## src/sv/vqdm_pkg.sv

```systemverilog
`timescale 1ns / 1ps

package vqdm_pkg;

    localparam int DESC_COUNT = 256;
    localparam int ID_W       = 8;
    localparam int QSZ_W      = 9;
    localparam int IDX_W      = 16;
    localparam int LEN_W      = 32;
    localparam int ADDR_W     = 64;
    localparam int MOD_CNT_W  = $clog2(ID_W);
    localparam int APB_ADDR_W = 3;
    localparam int APB_DATA_W = 32;

    localparam logic [1:0] OP_ADD      = 2'd0;
    localparam logic [1:0] OP_COMPLETE = 2'd1;
    localparam logic [1:0] OP_KICK     = 2'd2;

    localparam logic [1:0] ST_OK     = 2'd0;
    localparam logic [1:0] ST_NOFREE = 2'd1;
    localparam logic [1:0] ST_EMPTY  = 2'd2;

    localparam logic REG_QUEUE_SIZE = 1'b0;

    typedef logic [ID_W-1:0] t_desc_id;

    typedef struct packed {
        logic [1:0]        operation;
        logic [ADDR_W-1:0] buffer_address;
        logic [LEN_W-1:0]  buffer_length;
        logic              device_writes;
        logic [IDX_W-1:0]  device_used_index;
        t_desc_id          completed_id;
        logic [LEN_W-1:0]  completed_length;
    } t_vq_req;

    typedef struct packed {
        logic [1:0]       status;
        t_desc_id         descriptor_id;
        t_desc_id         ring_slot;
        logic [IDX_W-1:0] avail_count;
        logic [LEN_W-1:0] returned_length;
        logic [IDX_W-1:0] notify_value;
        logic [QSZ_W-1:0] free_descriptors;
    } t_vq_rsp;

    typedef struct packed {
        logic load;
        logic mod_step;
        logic commit;
    } t_ctl_cmd;

    typedef struct packed {
        logic [1:0]       in_op;
        logic             mod_last;
        logic             out_busy;
        logic [QSZ_W-1:0] free_count;
        logic [QSZ_W-1:0] eff_size;
        logic [QSZ_W-1:0] queue_size;
    } t_dp_status;

    typedef enum logic [1:0] {
        S_IDLE,
        S_MOD,
        S_COMMIT
    } t_state;

    function automatic logic [QSZ_W-1:0] eff_size(input logic [QSZ_W-1:0] q);
        logic [QSZ_W-1:0] n;
        n = q;
        if (q == '0) begin
            n = QSZ_W'(1);
        end else if (q > QSZ_W'(DESC_COUNT)) begin
            n = QSZ_W'(DESC_COUNT);
        end
        return n;
    endfunction

endpackage

```

## src/sv/vqdm_ctrl.sv

```systemverilog
`timescale 1ns / 1ps

module vqdm_ctrl
    import vqdm_pkg::*;
(
    input  logic       i_clk,
    input  logic       i_rst_n,
    input  logic       i_in_valid,
    input  t_dp_status i_st,
    output logic       o_in_ready,
    output t_ctl_cmd   o_cmd
);

    t_state r_state;
    t_state n_state;
    logic   w_accept;

    assign w_accept = i_in_valid && o_in_ready;

    always_ff @(posedge i_clk) begin
        if (!i_rst_n) begin
            r_state <= S_IDLE;
        end else begin
            r_state <= n_state;
        end
    end

    always_comb begin
        n_state = r_state;
        unique case (r_state)
            S_IDLE: begin
                if (w_accept) begin
                    n_state = (i_st.in_op == OP_COMPLETE) ? S_MOD : S_COMMIT;
                end
            end
            S_MOD: begin
                if (i_st.mod_last) begin
                    n_state = S_COMMIT;
                end
            end
            S_COMMIT: begin
                if (!i_st.out_busy) begin
                    n_state = S_IDLE;
                end
            end
            default: n_state = S_IDLE;
        endcase
    end

    always_comb begin
        o_in_ready     = 1'b0;
        o_cmd.load     = 1'b0;
        o_cmd.mod_step = 1'b0;
        o_cmd.commit   = 1'b0;
        unique case (r_state)
            S_IDLE: begin
                o_in_ready = 1'b1;
                o_cmd.load = i_in_valid;
            end
            S_MOD: begin
                o_cmd.mod_step = 1'b1;
            end
            S_COMMIT: begin
                o_cmd.commit = !i_st.out_busy;
            end
            default: o_in_ready = 1'b0;
        endcase
    end

endmodule

```

## src/sv/vqdm_datapath.sv

```systemverilog
`timescale 1ns / 1ps

module vqdm_datapath
    import vqdm_pkg::*;
(
    input  logic                   i_clk,
    input  logic                   i_rst_n,
    input  t_vq_req                i_in,
    input  t_ctl_cmd               i_cmd,
    input  logic                   i_cfg_wr,
    input  logic [QSZ_W-1:0]       i_cfg_size,
    input  logic                   i_out_ready,
    output t_dp_status             o_st,
    output logic                   o_out_valid,
    output t_vq_rsp                o_out
);

    logic [ID_W-1:0]       r_link_mem [DESC_COUNT];
    logic [DESC_COUNT-1:0] r_link_vld;
    t_desc_id              r_rd_link;
    logic                  r_rd_vld;

    logic [QSZ_W-1:0]     r_qsize;
    t_desc_id             r_free_head;
    logic [QSZ_W-1:0]     r_free_count;
    logic [IDX_W-1:0]     r_avail;
    t_desc_id             r_slot;
    logic [IDX_W-1:0]     r_last_used;
    t_vq_req              r_item;

    t_desc_id             r_div;
    t_desc_id             r_rem;
    logic [MOD_CNT_W-1:0] r_cnt;

    logic                 r_out_valid;
    t_vq_rsp              r_out;

    logic [QSZ_W-1:0] w_n;
    logic [QSZ_W-1:0] w_trial;
    logic [QSZ_W-1:0] w_head_inc;
    t_desc_id         w_dflt_link;
    logic [QSZ_W-1:0] w_slot_inc;

    t_vq_rsp          n_out;
    t_desc_id         n_free_head;
    logic [QSZ_W-1:0] n_free_count;
    logic [IDX_W-1:0] n_avail;
    t_desc_id         n_slot;
    logic [IDX_W-1:0] n_last_used;
    logic             w_wr_en;
    t_desc_id         w_wr_addr;
    t_desc_id         w_wr_data;

    assign w_n         = eff_size(r_qsize);
    assign w_trial     = {r_rem, r_div[ID_W-1]};
    assign w_head_inc  = {1'b0, r_free_head} + QSZ_W'(1);
    assign w_dflt_link = (w_head_inc < w_n) ? w_head_inc[ID_W-1:0] : '0;
    assign w_slot_inc  = {1'b0, r_slot} + QSZ_W'(1);

    assign o_st.in_op      = i_in.operation;
    assign o_st.mod_last   = (r_cnt == '0);
    assign o_st.out_busy   = r_out_valid && !i_out_ready;
    assign o_st.free_count = r_free_count;
    assign o_st.eff_size   = w_n;
    assign o_st.queue_size = r_qsize;

    assign o_out_valid = r_out_valid;
    assign o_out       = r_out;

    always_comb begin
        n_out        = '0;
        n_free_head  = r_free_head;
        n_free_count = r_free_count;
        n_avail      = r_avail;
        n_slot       = r_slot;
        n_last_used  = r_last_used;
        w_wr_en      = 1'b0;
        w_wr_addr    = r_free_head;
        w_wr_data    = '0;
        unique case (r_item.operation)
            OP_ADD: begin
                if (r_free_count == '0) begin
                    n_out.status = ST_NOFREE;
                end else begin
                    n_out.descriptor_id = r_free_head;
                    n_out.ring_slot     = r_slot;
                    n_free_head         = r_rd_vld ? r_rd_link : w_dflt_link;
                    n_free_count        = r_free_count - QSZ_W'(1);
                    n_avail             = r_avail + IDX_W'(1);
                    if (r_avail == '1 || w_slot_inc == w_n) begin
                        n_slot = '0;
                    end else begin
                        n_slot = w_slot_inc[ID_W-1:0];
                    end
                    w_wr_en = 1'b1;
                end
            end
            OP_COMPLETE: begin
                if (r_item.device_used_index == r_last_used) begin
                    n_out.status = ST_EMPTY;
                end else begin
                    n_out.descriptor_id   = r_rem;
                    n_out.returned_length = r_item.completed_length;
                    n_free_head           = r_rem;
                    if (r_free_count < w_n) begin
                        n_free_count = r_free_count + QSZ_W'(1);
                    end
                    n_last_used = r_last_used + IDX_W'(1);
                    w_wr_en     = 1'b1;
                    w_wr_addr   = r_rem;
                    w_wr_data   = r_free_head;
                end
            end
            OP_KICK: begin
                n_out.notify_value = r_avail - IDX_W'(1);
            end
            default: n_out.status = ST_OK;
        endcase
        n_out.avail_count      = n_avail;
        n_out.free_descriptors = n_free_count;
    end

    always_ff @(posedge i_clk) begin
        if (i_cmd.load) begin
            r_rd_link <= r_link_mem[r_free_head];
        end
        if (i_cmd.commit && w_wr_en) begin
            r_link_mem[w_wr_addr] <= w_wr_data;
        end
    end

    always_ff @(posedge i_clk) begin
        if (i_cmd.load) begin
            r_item   <= i_in;
            r_rd_vld <= r_link_vld[r_free_head];
            r_div    <= i_in.completed_id;
            r_rem    <= '0;
        end else if (i_cmd.mod_step) begin
            r_div <= {r_div[ID_W-2:0], 1'b0};
            r_rem <= (w_trial >= w_n) ? ID_W'(w_trial - w_n) : w_trial[ID_W-1:0];
        end
        if (i_cmd.commit) begin
            r_out <= n_out;
        end
    end

    always_ff @(posedge i_clk) begin
        if (!i_rst_n) begin
            r_qsize      <= QSZ_W'(DESC_COUNT);
            r_free_head  <= '0;
            r_free_count <= QSZ_W'(DESC_COUNT);
            r_avail      <= '0;
            r_slot       <= '0;
            r_last_used  <= '0;
            r_link_vld   <= '0;
            r_cnt        <= '0;
            r_out_valid  <= 1'b0;
        end else begin
            if (i_cmd.load) begin
                r_cnt <= MOD_CNT_W'(ID_W - 1);
            end else if (i_cmd.mod_step) begin
                r_cnt <= r_cnt - MOD_CNT_W'(1);
            end
            if (i_cfg_wr) begin
                r_qsize      <= i_cfg_size;
                r_free_head  <= '0;
                r_free_count <= eff_size(i_cfg_size);
                r_avail      <= '0;
                r_slot       <= '0;
                r_last_used  <= '0;
                r_link_vld   <= '0;
            end else if (i_cmd.commit) begin
                r_free_head  <= n_free_head;
                r_free_count <= n_free_count;
                r_avail      <= n_avail;
                r_slot       <= n_slot;
                r_last_used  <= n_last_used;
                if (w_wr_en) begin
                    r_link_vld[w_wr_addr] <= 1'b1;
                end
            end
            if (i_cmd.commit) begin
                r_out_valid <= 1'b1;
            end else if (i_out_ready) begin
                r_out_valid <= 1'b0;
            end
        end
    end

endmodule

```

## src/sv/virtqueue_descriptor_manager.sv

```systemverilog
`timescale 1ns / 1ps

// Driver side of a split virtqueue: free descriptors are chained from a head
// through a 256-entry link memory. One transaction gives exactly one response.
// Add and kick go from accept to commit; an add takes the new free head from
// the registered read of the head descriptor's link memory. For a complete,
// the completed id is first reduced modulo the queue size by an 8-step
// one-bit-per-cycle remainder unit, then committed. A new transaction may be
// accepted while the previous response is still waiting on o_out. Reset and
// queue_size writes take effect at once; no clearing pass is needed.
module virtqueue_descriptor_manager
    import vqdm_pkg::*;
(
    input  logic                  i_clk,
    input  logic                  i_rst_n,
    input  logic                  i_in_valid,
    output logic                  o_in_ready,
    input  t_vq_req               i_in,
    output logic                  o_out_valid,
    input  logic                  i_out_ready,
    output t_vq_rsp               o_out,
    input  logic                  psel,
    input  logic                  penable,
    input  logic                  pwrite,
    input  logic [APB_ADDR_W-1:0] paddr,
    input  logic [APB_DATA_W-1:0] pwdata,
    output logic [APB_DATA_W-1:0] prdata,
    output logic                  pready
);

    t_ctl_cmd   w_cmd;
    t_dp_status w_st;
    logic       w_cfg_wr;
    logic       w_reg_sel;

    assign pready    = 1'b1;
    assign w_reg_sel = (paddr[APB_ADDR_W-1] == REG_QUEUE_SIZE);
    assign w_cfg_wr  = psel && penable && pwrite && pready && w_reg_sel;
    assign prdata    = w_reg_sel ? APB_DATA_W'(w_st.queue_size) : '0;

    vqdm_ctrl u_ctrl (
        .i_clk      (i_clk),
        .i_rst_n    (i_rst_n),
        .i_in_valid (i_in_valid),
        .i_st       (w_st),
        .o_in_ready (o_in_ready),
        .o_cmd      (w_cmd)
    );

    vqdm_datapath u_datapath (
        .i_clk       (i_clk),
        .i_rst_n     (i_rst_n),
        .i_in        (i_in),
        .i_cmd       (w_cmd),
        .i_cfg_wr    (w_cfg_wr),
        .i_cfg_size  (pwdata[QSZ_W-1:0]),
        .i_out_ready (i_out_ready),
        .o_st        (w_st),
        .o_out_valid (o_out_valid),
        .o_out       (o_out)
    );

    a_free_bound: assert property (@(posedge i_clk) disable iff (!i_rst_n)
        w_st.free_count <= w_st.eff_size)
        else $error("free count above queue size");

    a_nofree_zero: assert property (@(posedge i_clk) disable iff (!i_rst_n)
        o_out_valid && o_out.status == ST_NOFREE |-> o_out.free_descriptors == '0)
        else $error("no-free status with free descriptors");

    a_one_at_a_time: assert property (@(posedge i_clk) disable iff (!i_rst_n)
        i_in_valid && o_in_ready |=> !o_in_ready)
        else $error("transaction accepted while busy");

    a_commit_slot: assert property (@(posedge i_clk) disable iff (!i_rst_n)
        w_cmd.commit |=> o_out_valid)
        else $error("commit without response");

endmodule
```

## config.mk

```make
export PLATFORM = sky130hd
export DESIGN_NAME = virtqueue_descriptor_manager
export DESIGN_NICKNAME = d
export VERILOG_FILES = /design/src/sv/vqdm_pkg.sv /design/src/sv/vqdm_ctrl.sv /design/src/sv/vqdm_datapath.sv /design/src/sv/virtqueue_descriptor_manager.sv
export SDC_FILE = /design/constraint.sdc
export NUM_CORES = 2
export LEC_CHECK = 0
export BUFFER_PORTS_ARGS = -buffer_cell sky130_fd_sc_hd__buf_2
export CAP_MARGIN = 40
export CORE_MARGIN = 3
export CORE_UTILIZATION = 55
export DETAILED_ROUTE_END_ITERATION = 12
export PLACE_DENSITY = 0.72
export SLEW_MARGIN = 10
export SYNTH_ARGS = -nofsm -noshare
export SYNTH_HDL_FRONTEND = slang
export SYNTH_SLANG_ARGS = --single-unit
```

## constraint.sdc

```tcl
create_clock -name i_clk -period 15.2 [get_ports i_clk]
set_input_delay 1.52 -clock i_clk [delete_from_list [all_inputs] [get_ports i_clk]]
set_output_delay 1.52 -clock i_clk [all_outputs]
set_load 0.01 [all_outputs]
```

==> results.py <==
metrics = {
    "setup_path": {
        "cp.arrival_ps": 6550,
        "cpPeakStageDelay_ps": 930,
        "cp-end-kind": "register",
        "critPathLaunchType": "register",
        "slowest_stage": "dfxtp_4",
        "rr_worst_depth": 10,
        "r2r-start": "u_datapath.r_free_head[1]",
        "crit_family": "buffers and inverters",
        "cp.buffers_inverters": 3,
        "crit_path_end": "u_datapath.r_rd_link[7]",
        "crit_cells": 10,
        "crit_start": "u_datapath.r_free_head[1]",
        "cp_cell_sequence": "buf_12 -> buf_4 -> buf_4 -> mux4_2 -> a22oi_1 -> nand2_1 -> o21ai_0 -> o41ai_1 -> a41oi_1 -> nor4_1",
        "crit_fanout": 131,
        "criticalPathCategory": "reg -> reg",
        "cpMostUsedCell": "buf_4",
        "required_ps": 15810,
        "rrSetupSlack_ps": 9270,
        "reg2reg_to": "u_datapath.r_rd_link[7]",
    },
    "finish": {
        "finalInstanceArea_sq_um": 112000,
        "area_delta_synth_final_pct": 12.1,
        "multi_input_area_sq_um": 25700,
        "register_area_sq_um": 73000,
        "fill_cells": 12200,
        "final_core_util_pct": 62.4,
        "drive_gt1_share_pct": 24.1,
        "nets": 5815,
    },
    "cts": {
        "cts_tree": "yes",
        "cts-root-buf": "clkbuf_16",
        "clk_pin_slew_ps": 60,
        "postCtsResizedCells": 0,
        "cts_sinks": 2542,
        "hold_buffers": 0,
        "post-cts-setup-buffers": 0,
        "cts_buffers": 236,
        "htreeDepth": 4,
        "clock_latency_ps": 860,
        "clk_path_buf_depth": 3,
    },
    "sta": {
        "skew_ps": 30.0,
        "slew_viol_final": 0,
        "relSlewSlack_pct": 26.8,
        "rsz0062_at_grt": "no",
        "hold_viol_final": 0,
        "min_period_ps": 5930,
        "worst_slack_ps": 9270,
        "finalSetupViolCount": 0,
        "worst_pin_slew_ps": 1100,
        "max_freq_mhz": 169,
        "post-route-period-util_pct": 39.0,
        "fin_tns_setup_ps": 0,
    },
    "global_routing": {
        "grt_pass1_vias": 51200,
        "antenna_found_initial": 5,
        "grt_max_degree": 132,
        "grt_pass1_wl_um": 345000,
        "grt_overflow": 0,
        "grt_use_total_pct": 24.9,
    },
    "synthesis": {
        "synth-warning-count": 0,
        "synth_area_leaders": "edfxtp_1 (66%), mux4_2 (14%), dfxtp_1 (6.7%)",
        "synth_edf_count": 2206,
        "synth_top_area_share_pct": 66.2,
        "synth_cells": 5334,
        "avgSynthCellArea_sq_um": 18.8,
        "async_flop_share_pct": 0,
        "synth_cell_types": 80,
        "synth_ff_type": "edfxtp_1",
        "synth_top_area_cell": "edfxtp_1",
        "yosys_register_bits": 2542,
        "syn_area_sq_um": 100000,
        "yosysSeqAreaShare_pct": 72.9,
        "synth_common_cells": "edfxtp_1 (2206), mux4_2 (603), nor2_1 (342)",
        "yosysMostFrequentCell": "edfxtp_1",
    },
    "power_and_ir_drop": {
        "comb_power_share_pct": 2.9,
        "switching_share_pct": 20.1,
        "power.share.clock_pct": 42.3,
        "internal_power_mw": 11.0,
        "ir_drop_mv": 0.118,
        "p_switching_mw": 2.78,
        "power_mw": 13.8,
        "seq_power_share_pct": 54.7,
        "power.leakage_nw": 39.1,
        "pwr_density_cell_nw_per_um2": 123,
    },
    "routing": {
        "drtPass1Iterations": 6,
        "wl_met2_um": 110000,
        "highest_layer": "met5",
        "vias": 52300,
        "wl_met3_um": 20300,
        "drt-total-wl_um": 232000,
        "dr.first_iter.drc_count": 6095,
        "viasPerCell": 6.41,
        "ant_nets": 0,
        "wl_per_cell_um": 28.5,
        "drc": 0,
        "wl_met1_um": 94900,
    },
    "placement": {
        "dp.final_hpwl_um": 143000,
        "gp_congestion": 0.885,
        "pre_cts_ws_ps": 9370,
        "dpl_cell_area_sq_um": 104000,
        "port_buffers": 176,
    },
    "floorplanning": {
        "die_h_um": 433,
        "core_sq_um": 180000,
        "die_area_sq_um": 187000,
        "io_pins": 323,
        "die_x_um": 433,
        "start_util_pct": 55.7,
        "row_count": 155,
    },
    "min_path": {
        "min-delay-path-class": "reg -> reg",
    },
    "job": {
        "max-cap-violations": 0,
    },
    "run_status": {
        "status": "completed",
    },
}
## power groups by stage
stage | sequential, mW | clock [mW] | combinational (mW)
after floorplan | 7.70 | 0 | 0.281
final | 7.55 | 5.84 | 0.406
after CTS | 7.55 | 5.92 | 0.408
after global routing | 7.55 | 6.20 | 0.437
after detailed placement | 7.70 | 0 | 0.407
after global placement | 7.70 | 0 | 0.389
## per-stage QoR
stage / std cells / hold WS, ps
floorplan: 5356 / 435
global placement: 7606 / 440
detailed placement: 7687 / 448
CTS: 8139 / 462
global route: 8152 / 470
finish: 8153 / 458
## layer usage
layer / GRT usage (%) / up-vias
met4: 7.32 / 2
met5: 0 / -
li1: - / 22200
met1: 37.1 / 27200
met2: 38.4 / 2538
met3: 4.32 / 423
## cells in the final DEF, fill, tap and decap left out, types with 56 or more instances in the layout
| master | count |
|---|---|
| buf_4 | 128 |
| mux2i_1 | 109 |
| o21a_1 | 263 |
| nand3_1 | 64 |
| buf_2 | 184 |
| nand2_1 | 151 |
| nor2_1 | 339 |
| edfxtp_1 | 2206 |
| a21oi_1 | 64 |
| mux4_2 | 603 |
| a22oi_1 | 63 |
| clkbuf_16 | 238 |
| dfxtp_1 | 330 |
| nor3_1 | 56 |
| clkbuf_1 | 84 |
## sequential cells by signal, indices dropped and copies added (netlist names), 9 cells and up
signal,flops
u_datapath.r_item,50
u_datapath.r_free_count,9
u_datapath.r_link_vld,256
u_datapath.r_last_used,16
u_datapath.r_link_mem,2048
u_datapath.o_out,91
u_datapath.r_avail,16
u_datapath.r_qsize,9
## worst min-delay path by stage
stage	startpoint	to	slack, ps	cells past startpoint
2_1_floorplan	u_datapath.r_link_vld[102]	u_datapath.r_link_vld[102]	440	1
3_3_place_gp	u_datapath.r_link_vld[206]	u_datapath.r_link_vld[206]	440	1
3_5_place_dp	u_datapath.r_link_vld[18]	u_datapath.r_link_vld[18]	450	1
4_1_cts	u_datapath.r_link_vld[18]	u_datapath.r_link_vld[18]	460	1
5_1_grt	u_datapath.r_link_vld[22]	u_datapath.r_link_vld[22]	470	1
6_report	u_datapath.r_link_vld[67]	u_datapath.r_link_vld[67]	460	1
## final cells by class
class                   count  area share (%)
multi-input cells        2423            22.9
clock inverters            98           0.898
well taps                2355            2.62
inverters                  25          0.0858
clock buffers             354            5.98
diodes                      1         0.00223
flip-flops and latches   2542            65.0
repair buffers            355            2.51
## cells by family (layout without fill, tap and decap cells)
family | Yosys count | count (layout) | synth area share [%]
AND/OR/NAND/NOR | 837 | 837 | 4.02
AO/OA/AOI/OAI | 711 | 711 | 5.25
other | 2 | 25 | 0.00750
flip-flops | 2542 | 2542 | 72.9
buffers and inverters | 391 | 832 | 1.78
adder cells (fa/ha/maj) | 35 | 35 | 0.445
multiplexers | 724 | 724 | 14.8
XOR/XNOR | 92 | 92 | 0.833
No activity file was read; power rests on OpenSTA's default activity.
